[config.mk]
export PLATFORM = sky130hd
export DESIGN_NAME = card_clock_divider_select
export DESIGN_NICKNAME = d
export VERILOG_FILES = /design/src/rtl/core/ccds_pkg.sv /design/src/rtl/core/ccds_div.sv /design/src/rtl/core/card_clock_divider_select.sv
export SDC_FILE = /design/constraint.sdc
export NUM_CORES = 1
export LEC_CHECK = 0
export BUFFER_PORTS_ARGS = -buffer_cell sky130_fd_sc_hd__buf_4
export CORE_UTILIZATION = 50
export DETAILED_ROUTE_END_ITERATION = 8
export MAX_ROUTING_LAYER = met4
export PLACE_DENSITY_LB_ADDON = 0.15
export RECOVER_POWER = 50
export SYNTH_ARGS = -nofsm -noshare
export SYNTH_HDL_FRONTEND = slang
export SYNTH_HIERARCHICAL = 1
export SYNTH_SLANG_ARGS = --single-unit
[constraint.sdc]
create_clock -name clk_i -period 6.25 [get_ports clk_i]
set_clock_uncertainty 0.05 [all_clocks]
set_input_delay 1.25 -clock clk_i [delete_from_list [all_inputs] [get_ports clk_i]]
set_output_delay 1.25 -clock clk_i [all_outputs]
set_load 0.02 [all_outputs]
[src/rtl/core/ccds_pkg.sv]
package ccds_pkg;

  // Width of every frequency in hertz.
  localparam int unsigned HzW = 32;

  // Divider field width on the result port.
  localparam int unsigned DivFieldW = 8;

  // Card clock is input clock over (divider + DivOffset).
  localparam int unsigned DivOffset = 2;

  localparam int unsigned DividerMaxDef = 255;

  localparam logic [HzW-1:0] InputClockRst = 32'd100000000;
  localparam logic [HzW-1:0] MaxCardClockRst = 32'd50000000;

  typedef logic [HzW-1:0] hz_t;
  typedef logic [HzW:0] den_t;

  typedef enum logic {
    REG_INPUT_CLOCK    = 1'b0,
    REG_MAX_CARD_CLOCK = 1'b1
  } cfg_reg_e;

endpackage

[src/rtl/core/ccds_div.sv]
module ccds_div (
  input  logic           clk_i,
  input  logic           rst_ni,
  input  logic           go_i,
  input  ccds_pkg::hz_t  dividend_i,
  input  ccds_pkg::den_t divisor_i,
  output logic           done_o,
  output ccds_pkg::hz_t  quotient_o
);
  import ccds_pkg::*;

  localparam int unsigned CntW = $clog2(HzW);

  logic            run_q, run_d;
  logic            done_q, done_d;
  logic [CntW-1:0] cnt_q, cnt_d;
  logic [HzW:0]    rem_q, rem_d;
  hz_t             quo_q, quo_d;
  den_t            den_q, den_d;
  logic [HzW+1:0]  shifted;
  logic [HzW+1:0]  den_ext;
  logic            fits;

  // One restoring step: shift in the next dividend bit, subtract if it fits.
  assign shifted = {rem_q, quo_q[HzW-1]};
  assign den_ext = {1'b0, den_q};
  assign fits    = (shifted >= den_ext);

  always_comb begin
    run_d  = run_q;
    done_d = 1'b0;
    cnt_d  = cnt_q;
    rem_d  = rem_q;
    quo_d  = quo_q;
    den_d  = den_q;
    if (go_i) begin
      run_d = 1'b1;
      cnt_d = '0;
      rem_d = '0;
      quo_d = dividend_i;
      den_d = divisor_i;
    end else if (run_q) begin
      rem_d = fits ? (HzW+1)'(shifted - den_ext) : shifted[HzW:0];
      quo_d = {quo_q[HzW-2:0], fits};
      cnt_d = cnt_q + 1'b1;
      if (cnt_q == CntW'(HzW - 1)) begin
        run_d  = 1'b0;
        done_d = 1'b1;
      end
    end
  end

  always_ff @(posedge clk_i or negedge rst_ni) begin
    if (!rst_ni) begin
      run_q  <= 1'b0;
      done_q <= 1'b0;
      cnt_q  <= '0;
    end else begin
      run_q  <= run_d;
      done_q <= done_d;
      cnt_q  <= cnt_d;
    end
  end

  always_ff @(posedge clk_i) begin
    rem_q <= rem_d;
    quo_q <= quo_d;
    den_q <= den_d;
  end

  assign done_o     = done_q;
  assign quotient_o = quo_q;

endmodule

[src/rtl/core/card_clock_divider_select.sv]
// Card clock divider select.
//
// Command channel: drive requested_hz_i and raise start_i; the beat is taken
// at a rising edge where start_i is high and busy_o is low. busy_o stays high
// until the search is over. The result beat (applied_o, divider_o,
// achieved_hz_o) is shown for exactly one cycle, marked by done_o; the
// receiver cannot stall it, so sample it in that cycle.
// A zero request gives applied_o = 0 with zero fields in the cycle after start.
// Any other request runs through one shared bit-serial divider:
// input/request (skipped when the request is at or above the maximum),
// input/(target+1), then input/(divider+2). busy_o drops as done_o rises,
// so a new start beat can be taken at the edge that takes the result; a
// zero request leaves busy_o low throughout.
// Configuration: cfg_we_i, cfg_addr_i and cfg_wdata_i write the input clock
// (index 0) or the maximum card clock (index 1); write only
// while busy_o is low. Reset returns both registers to 100 MHz and 50 MHz,
// drops any search in progress and clears the strobe.
module card_clock_divider_select #(
  parameter int unsigned DIVIDER_MAX = ccds_pkg::DividerMaxDef
) (
  input  logic                              clk_i,
  input  logic                              rst_ni,
  input  logic                              cfg_we_i,
  input  logic                              cfg_addr_i,
  input  ccds_pkg::hz_t                     cfg_wdata_i,
  input  logic                              start_i,
  output logic                              busy_o,
  input  ccds_pkg::hz_t                     requested_hz_i,
  output logic                              done_o,
  output logic                              applied_o,
  output logic [ccds_pkg::DivFieldW-1:0]    divider_o,
  output ccds_pkg::hz_t                     achieved_hz_o
);
  import ccds_pkg::*;

  localparam int unsigned DivW = $clog2(DIVIDER_MAX + 1);
  localparam hz_t DivMax = HzW'(DIVIDER_MAX);

  typedef enum logic [1:0] {
    ST_IDLE,
    ST_QUOT,
    ST_LEAST,
    ST_ACHV
  } state_e;

  state_e          state_q, state_d;
  hz_t             in_clk_q, max_clk_q;
  hz_t             target_q, target_d;
  hz_t             from_q, from_d;
  logic [DivW-1:0] div_q, div_d;
  logic            go_q, go_d;
  den_t            den_q, den_d;
  logic            done_q, done_d;
  logic            applied_q, applied_d;
  logic [DivFieldW-1:0] field_q, field_d;
  hz_t             achv_q, achv_d;

  logic            unit_done;
  hz_t             unit_quo;
  hz_t             from_quot, least, pick;
  logic [DivW-1:0] div_sat;
  hz_t             div_wide;

  // Configuration registers.
  always_ff @(posedge clk_i or negedge rst_ni) begin
    if (!rst_ni) begin
      in_clk_q  <= InputClockRst;
      max_clk_q <= MaxCardClockRst;
    end else if (cfg_we_i) begin
      unique case (cfg_reg_e'(cfg_addr_i))
        REG_INPUT_CLOCK:    in_clk_q  <= cfg_wdata_i;
        REG_MAX_CARD_CLOCK: max_clk_q <= cfg_wdata_i;
        default:            ;
      endcase
    end
  end

  ccds_div u_div (
    .clk_i      (clk_i),
    .rst_ni     (rst_ni),
    .go_i       (go_q),
    .dividend_i (in_clk_q),
    .divisor_i  (den_q),
    .done_o     (unit_done),
    .quotient_o (unit_quo)
  );

  // Start point from input/request, clamped at zero instead of wrapping.
  assign from_quot = (unit_quo >= HzW'(DivOffset)) ? unit_quo - HzW'(DivOffset) : '0;
  // Least divider meeting the target: floor(input/(target+1)) - 1.
  assign least     = (unit_quo >= HzW'(1)) ? unit_quo - HzW'(1) : '0;
  assign pick      = (least > from_q) ? least : from_q;
  assign div_sat   = (pick > DivMax) ? DivW'(DIVIDER_MAX) : DivW'(pick);
  assign div_wide  = HzW'(div_q);

  always_comb begin
    state_d   = state_q;
    target_d  = target_q;
    from_d    = from_q;
    div_d     = div_q;
    go_d      = 1'b0;
    den_d     = den_q;
    done_d    = 1'b0;
    applied_d = applied_q;
    field_d   = field_q;
    achv_d    = achv_q;
    unique case (state_q)
      ST_IDLE: begin
        if (start_i) begin
          if (requested_hz_i == '0) begin
            done_d    = 1'b1;
            applied_d = 1'b0;
            field_d   = '0;
            achv_d    = '0;
          end else if (requested_hz_i >= max_clk_q) begin
            target_d = max_clk_q;
            from_d   = '0;
            go_d     = 1'b1;
            den_d    = {1'b0, max_clk_q} + den_t'(1);
            state_d  = ST_LEAST;
          end else begin
            target_d = requested_hz_i;
            go_d     = 1'b1;
            den_d    = {1'b0, requested_hz_i};
            state_d  = ST_QUOT;
          end
        end
      end
      ST_QUOT: begin
        if (unit_done) begin
          from_d  = from_quot;
          go_d    = 1'b1;
          den_d   = {1'b0, target_q} + den_t'(1);
          state_d = ST_LEAST;
        end
      end
      ST_LEAST: begin
        if (unit_done) begin
          div_d   = div_sat;
          go_d    = 1'b1;
          den_d   = den_t'(div_sat) + den_t'(DivOffset);
          state_d = ST_ACHV;
        end
      end
      ST_ACHV: begin
        if (unit_done) begin
          done_d    = 1'b1;
          applied_d = 1'b1;
          field_d   = div_wide[DivFieldW-1:0];
          achv_d    = unit_quo;
          state_d   = ST_IDLE;
        end
      end
      default: state_d = ST_IDLE;
    endcase
  end

  // Hold state, strobe and the result beat.
  always_ff @(posedge clk_i or negedge rst_ni) begin
    if (!rst_ni) begin
      state_q   <= ST_IDLE;
      go_q      <= 1'b0;
      done_q    <= 1'b0;
      applied_q <= 1'b0;
      field_q   <= '0;
      achv_q    <= '0;
    end else begin
      state_q   <= state_d;
      go_q      <= go_d;
      done_q    <= done_d;
      applied_q <= applied_d;
      field_q   <= field_d;
      achv_q    <= achv_d;
    end
  end

  always_ff @(posedge clk_i) begin
    target_q <= target_d;
    from_q   <= from_d;
    div_q    <= div_d;
    den_q    <= den_d;
  end

  assign busy_o        = (state_q != ST_IDLE);
  assign done_o        = done_q;
  assign applied_o     = applied_q;
  assign divider_o     = field_q;
  assign achieved_hz_o = achv_q;

endmodule

==> results of run 1 <==
cells by family (layout without fill, tap and decap cells):
| group | count (synthesis) | in the layout | share of synthesized area |
|---|---|---|---|
| DFF | 319 | 319 | 0.445 |
| AOI/OAI and AO/OA | 416 | 416 | 0.145 |
| muxes | 122 | 122 | 0.0690 |
| adders and majority gates | 113 | 113 | 0.0727 |
| buffers and inverters | 233 | 332 | 0.0475 |
| xor gates and xnor gates | 125 | 125 | 0.0560 |
| and+or+nand+nor | 650 | 650 | 0.165 |
synth_stat cells, drive strengths merged, types with 6 or more instances:
master  count
o21bai      6
mux2      100
o21ai     109
o211ai     10
mux2i      22
edfxtp    170
o31ai       6
a21o       22
nor4       44
ha        112
or3        22
a311oi     24
xor2       50
dfrtp      92
or2         6
nor2      175
nand3      67
and2       11
and4        9
xnor2      75
o31a        7
nand2     167
a22o       41
nand2b     15
clkbuf     73
o22ai      25
nor3b       8
nor2b      16
dfstp      24
buf        34
o21a       19
and3       18
nor3       35
a31oi      20
nand4      42
dfxtp      33
a211oi     17
a21oi      69
inv       126
metal layers:
metal	vias up	track usage	wire (um)
met2	582	0.394	22500
met4	0	0.0916	1600
li1	7389	-	-
met3	79	0.0514	4200
met1	7437	0.429	26400
met5	-	-	0
layout by cell type (no fill, tap or decap), types with 64 or more instances in the layout:
cell / count
mux2_2: 98
edfxtp_1: 170
a21oi_1: 65
buf_4: 134
nand2_1: 167
ha_1: 112
xnor2_1: 75
nand3_1: 64
o21ai_0: 104
nor2_1: 173
inv_1: 126
dfrtp_1: 91
worst max-delay path, cell delays in order, from the launching register on:
cell,delay [ns]
edfxtp_1,0.53
or4_1,0.72
or3_4,0.46
nor4_4,0.51
nor2_1,0.12
ha_1,0.34
nand4_1,0.15
nor4_1,0.45
a21boi_0,0.26
o31a_1,0.17
o21a_1,0.28
and4_1,0.39
o21ai_1,0.11
o31a_1,0.15
ha_1,0.24
nor3b_1,0.31
a21o_1,0.18
a2111oi_2,0.05
through the flow:
stage          worst slack (ns)  hold WS (ns)  utilization  cell area [um2]  cells
2_1_floorplan             0.989         0.350            -            19600   1978
3_3_place_gp              0.538         0.354        0.540            20900   2529
3_5_place_dp              0.419         0.355        0.540            20900   2529
4_1_cts                   0.404         0.364        0.572            22100   2595
5_1_grt                  0.0300         0.370        0.572            22100   2595
6_report                  0.504         0.363        0.572            22100   2595
final timing paths:
check / start / slack (ns) / end / cells after the start
hold / removal: den_q[16]$_DFFE_PP_ / 0.36 / u_div/den_q[16]$_DFFE_PP_ / 0
setup reg to reg: u_div/quotient_o[27]$_DFFE_PP_ / 0.50 / den_q[3]$_DFFE_PP_ / 17
hold reg to reg: den_q[16]$_DFFE_PP_ / 0.36 / u_div/den_q[16]$_DFFE_PP_ / 0
max in group asynchronous: rst_ni / 1.29 / achieved_hz_o[20]$_DFFE_PN0P_ / 2
setup / recovery: u_div/quotient_o[27]$_DFFE_PP_ / 0.50 / den_q[3]$_DFFE_PP_ / 17
min in group asynchronous: rst_ni / 1.99 / u_div/run_q$_DFF_PN0_ / 1
final cells by class:
type | count | share of cell area
timing repair buffer | 140 | 0.0468
sequential | 319 | 0.394
multi-input combinational | 1426 | 0.452
tap | 518 | 0.0293
clock inverter | 18 | 0.0102
clock buffer | 48 | 0.0471
inverter | 126 | 0.0214
power by group through the flow:
stage	Sequential (mW)	Clock (mW)	Combinational [mW]
detailed placement	2.50	0	0.793
floorplan	2.43	0	0.564
CTS	2.46	2.29	0.798
global placement	2.50	0	0.782
global route	2.47	2.37	0.890
finish	2.46	2.26	0.808
state kept, by name (all words and copies together) (netlist names):
signal,cells
den_q,33
u_div/rem_q,33
done_o,1
target_q,32
max_clk_q,32
in_clk_q,32
u_div/den_q,33
u_div/cnt_q,5
u_div/run_q,1
state_q,2
u_div/done_o,1
applied_o,1
from_q,32
div_q,8
go_q,1
achieved_hz_o,32
u_div/quotient_o,32
divider_o,8
==> metrics.txt, run 1 <==
share of post-route cells with drive strength above 1 0.169; Seq/Total Area, Yosys 0.445; max_slew headroom -1.58; failing checks capacitance limit, slew limit; min cycle time layout 5.75 ns; Hold Crit Class flop to flop; PwrDens 250 mW/mm2; via count of the first global-routing pass approximately 15k; Lkg Pwr approximately 9.3 nW; Post-synth EDFFs between 150 and 200; critical path peak fanout 12; Sw Pwr 1.48 mW; register share of total power 0.445; Syn-to-layout area delta 13.0%; internal power 4.05 mW; synth warn 6; H-tree depth reported by CTS 2; Post-CTS Setup Inserts 0; largest net degree at the start of global routing 69; Final Hold Fails 0; clock share of power 0.408; CP endpoint kind flop; Max Clock Freq roughly 0.17 GHz; Syn Area/Cell 9.89 um2; Worst VDD drop about 220 uV; Reg area 0.00870 mm2; Sw Ratio 0.267; Synth Instances slightly below 2k; Core Area 0.0386 mm2; final setup violating endpoints 0; post-CTS sizing 0; vias 15.5k; RSZ-0062 raised after global routing no; Post-route DRC 0; Inserted Diodes 0; CP arrival 5.99 ns; Worst setup SP type flop; MaxCap Viol Count 6; Die Y 200 um; Post-Syn Area ~0.020 mm2; CTS tree built; die width around 200 um; row count 72; largest area contributor in the netlist edfxtp_1; clock transition at the registers of the reported paths 0.06 ns; GPL Wtd Cong between 0.9 and 1; Ports 112; Mapped Nets 2160; required time of the critical path between 6 and 7 ns; DR WL/cell 21.1 um; total power approximately 5.5 mW; number of CTS-inserted buffers 36; Synth Register Bits about 320; top cells by area, synth edfxtp_1 (26%), dfrtp_1 (12%), ha_1 (7.2%); port buffer count 111; initial antenna violation count 0; # nets final 2231; Comb pwr share 0.146; synth unique cells 86; Crit Path Class flop to flop; status finished, violations left; post-synthesis async set-or-reset flop share 0.364; die area ~0.040 mm2; worst skew pair latency 0.56 ns; post-DP HPWL approximately 42 mm; Fin Setup TNS 0 ns; first-pass GRT wire length about 85 mm; CTS max path bufs 3; period utilization 0.919; Synth Flop Type edfxtp_1; Clock Sinks about 320; drt via density 5.97; Total GRT Usage 0.288; Final ANT Viol Nets 0; overall routed net length 54.7 mm; # fillers 3381; clock root cell clkbuf_16; worst slew pin tran 3.87 ns; first drt pass iteration count 5; Initial Utilization 0.506; area share of the largest cell type after synthesis 0.261; hold_buf cts 0; final max-slew violation count 276; total global routing overflow 0; multi-input logic area 0.00998 mm2; detailed router's first-iteration violation count 1338
No activity file was read; power rests on OpenSTA's default activity.
==> run 2: changes to the inputs <==
--- a/config.mk
+++ b/config.mk
@@ -8,7 +8,6 @@
 export BUFFER_PORTS_ARGS = -buffer_cell sky130_fd_sc_hd__buf_4
 export CORE_UTILIZATION = 50
 export DETAILED_ROUTE_END_ITERATION = 8
-export MAX_ROUTING_LAYER = met4
 export PLACE_DENSITY_LB_ADDON = 0.15
 export RECOVER_POWER = 50
 export SYNTH_ARGS = -nofsm -noshare
==> run 2 against run 1 <==
Compared with the run above:
- sequential share of layout area grew 0.30 points
- the run still ends with capacitance limit, slew limit left
- final area is 0.75% lower
- via count down 0.65%
- critical path depth did not move
- final cell count is essentially flat
- core utilization shrank 0.43 points
==> metrics.txt, run 2 (same netlist as run 1, synthesis figures left out) <==
Inserted Diodes 0 (unchanged); share of post-route cells with drive strength above 1 0.154 (-0.0155); Worst setup SP type flop; clock root cell clkbuf_16; post-CTS sizing 0 (unchanged); Hold Crit Class flop to flop; CP endpoint kind flop; Total GRT Usage 0.275 (-0.0133); CP peak stage delay 0.72 ns (about the same); hold_buf cts 0 (unchanged); max_slew headroom -1.14 (+0.446); H-tree depth reported by CTS 2 (unchanged); RSZ-0062 raised after global routing no; critical path peak fanout 9 (-3); min cycle time layout 5.73 ns (-0.0108 ns); largest registers den_q x33, u_div/den_q x33, u_div/rem_q x33; worst hold slack 0.367 ns (+0.00382 ns); final max-slew violation count 299 (+8.3%); Initial Utilization 0.506 (unchanged); WP buf/inv 1 (+1); CTS max path bufs 3 (unchanged); row count 72 (unchanged); first drt pass iteration count 5 (unchanged); die area 0.0399 mm2 (unchanged); Clock Sinks 319 (unchanged); most frequent cells in the layout nor2_1 (173), edfxtp_1 (170), nand2_1 (167); # nets final 2232 (+0.045%); overall routed net length 54.0 mm (-1.2%); Core Area 0.0386 mm2 (unchanged); drt via density 5.93 (-0.69%); Die Y 200 um (unchanged); clock transition at the registers of the reported paths 0.05 ns (about the same); first-pass GRT wire length 83.0 mm (-1.9%); Crit Path Class flop to flop; largest net degree at the start of global routing 63 (-8.7%); die width 200 um (unchanged); initial antenna violation count 1 (+1); Fin Setup TNS 0 ns (unchanged); final cell count without fillers 2596 (+0.039%); GPL Wtd Cong 0.934 (-1.2%); vias 15.4k (-0.65%); post-DP HPWL 41.3 mm (-1.6%); CP arrival 5.98 ns (about the same); Syn-to-layout area delta 12.1%; required time of the critical path 6.49 ns (about the same); port buffer count 111 (unchanged); total global routing overflow 0 (unchanged); period utilization 0.918 (-0.00172); Ports 112 (unchanged); Worst VDD drop 245 uV (+14%); Placed Cells 2526 (-0.12%); via count of the first global-routing pass 14.2k (-2.7%); Lkg Pwr 9.13 nW (-1.8%); Post-route DRC 0 (unchanged); MaxCap Viol Count 7 (+1); Max Clock Freq 0.174 GHz (+0.19%); Final Hold Fails 0 (unchanged); detailed router's first-iteration violation count 1300 (-2.8%); failing checks capacitance limit, slew limit; DR WL/cell 20.8 um (-1.3%); number of CTS-inserted buffers 38 (+5.6%); slowest CP cell or4_1; status finished, violations left; critical-path cell list or4_1, or3_4, or4_4, o21ai_2, inv_1, ha_1, nand4_1, nor4_1, o31a_1, o21a_1, and4_1, o21ai_1, o31a_1, ha_1, nor3b_1, a21o_1, a2111oi_2; commonest non-fill, non-tap cell in the layout nor2_1; Final ANT Viol Nets 0 (unchanged); worst slew pin tran 3.20 ns (-0.669 ns); # fillers 3443 (+1.8%); Top delay family on crit path simple AND/OR/NAND/NOR gates; CTS tree built; worst skew pair latency 0.58 ns (+0.02 ns); PwrDens 248 mW/mm2 (-0.94%); fin util 0.567 (-0.00431); final setup violating endpoints 0 (unchanged)
==> run 2: worst paths after layout <==
| kind | from | to | slack, ns | depth (start not counted) |
|---|---|---|---|---|
| setup / recovery | u_div/quotient_o[27]$_DFFE_PP_ | den_q[3]$_DFFE_PP_ | 0.52 | 17 |
| hold / removal | den_q[15]$_DFFE_PP_ | u_div/den_q[15]$_DFFE_PP_ | 0.37 | 0 |
| setup reg to reg | u_div/quotient_o[27]$_DFFE_PP_ | den_q[3]$_DFFE_PP_ | 0.52 | 17 |
| hold reg to reg | den_q[15]$_DFFE_PP_ | u_div/den_q[15]$_DFFE_PP_ | 0.37 | 0 |
| max in group asynchronous | rst_ni | applied_o$_DFFE_PN0P_ | 1.57 | 2 |
| min in group asynchronous | rst_ni | done_o$_DFF_PN0_ | 1.71 | 1 |
==> run 2: power by group <==
| group | switching (mW) | internal, mW | leakage, nW |
|---|---|---|---|
| sequential | 0.137 | 2.33 | 3.26 |
| combinational | 0.455 | 0.334 | 5.27 |
| clock | 0.912 | 1.27 | 0.593 |
| total | 1.50 | 3.93 | 9.13 |
==> run 2: worst register-to-register path, delay by kind of cell (launching register included) <==
family	cells	cell delay [ns]
AOI/OAI and AO/OA	7	1.11
adders and majority gates	2	0.57
buffers and inverters	1	0.17
DFF	1	0.52
and+or+nand+nor	7	3.04
==> run 2: layout make-up <==
type | count | area [um2] | share of cell area
clock buffers | 51 | 1040 | 0.0474
inverters | 126 | 473 | 0.0216
clock inverters | 17 | 186 | 0.00850
repair buffers | 139 | 906 | 0.0413
multi-input cells | 1426 | 9980 | 0.455
flip-flops and latches | 319 | 8700 | 0.397
well taps | 518 | 648 | 0.0296
==> run 2: per-stage QoR <==
stage | worst slack, ns | instance area [um2] | total power, mW
floorplan | 0.989 | 19600 | 2.99
global placement | 0.630 | 20800 | 3.27
detailed placement | 0.455 | 20800 | 3.28
CTS | 0.398 | 22100 | 5.47
global route | 0.104 | 21900 | 5.65
finish | 0.515 | 21900 | 5.44
==> run 2: what timing repair did <==
| action | CTS | global route |
|---|---|---|
| setup endpoints to repair | 0 | 1 |
| hold endpoints to repair | 0 | 0 |
| setup buffers | 0 | 2 |
==> run 2: layer usage <==
layer | global-route usage | vias up | routed length (um)
met4 | 0.0744 | 0 | 1120
met2 | 0.387 | 520 | 22300
met3 | 0.0439 | 63 | 3730
met5 | 0 | - | 0
li1 | - | 7376 | -
met1 | 0.432 | 7427 | 26900
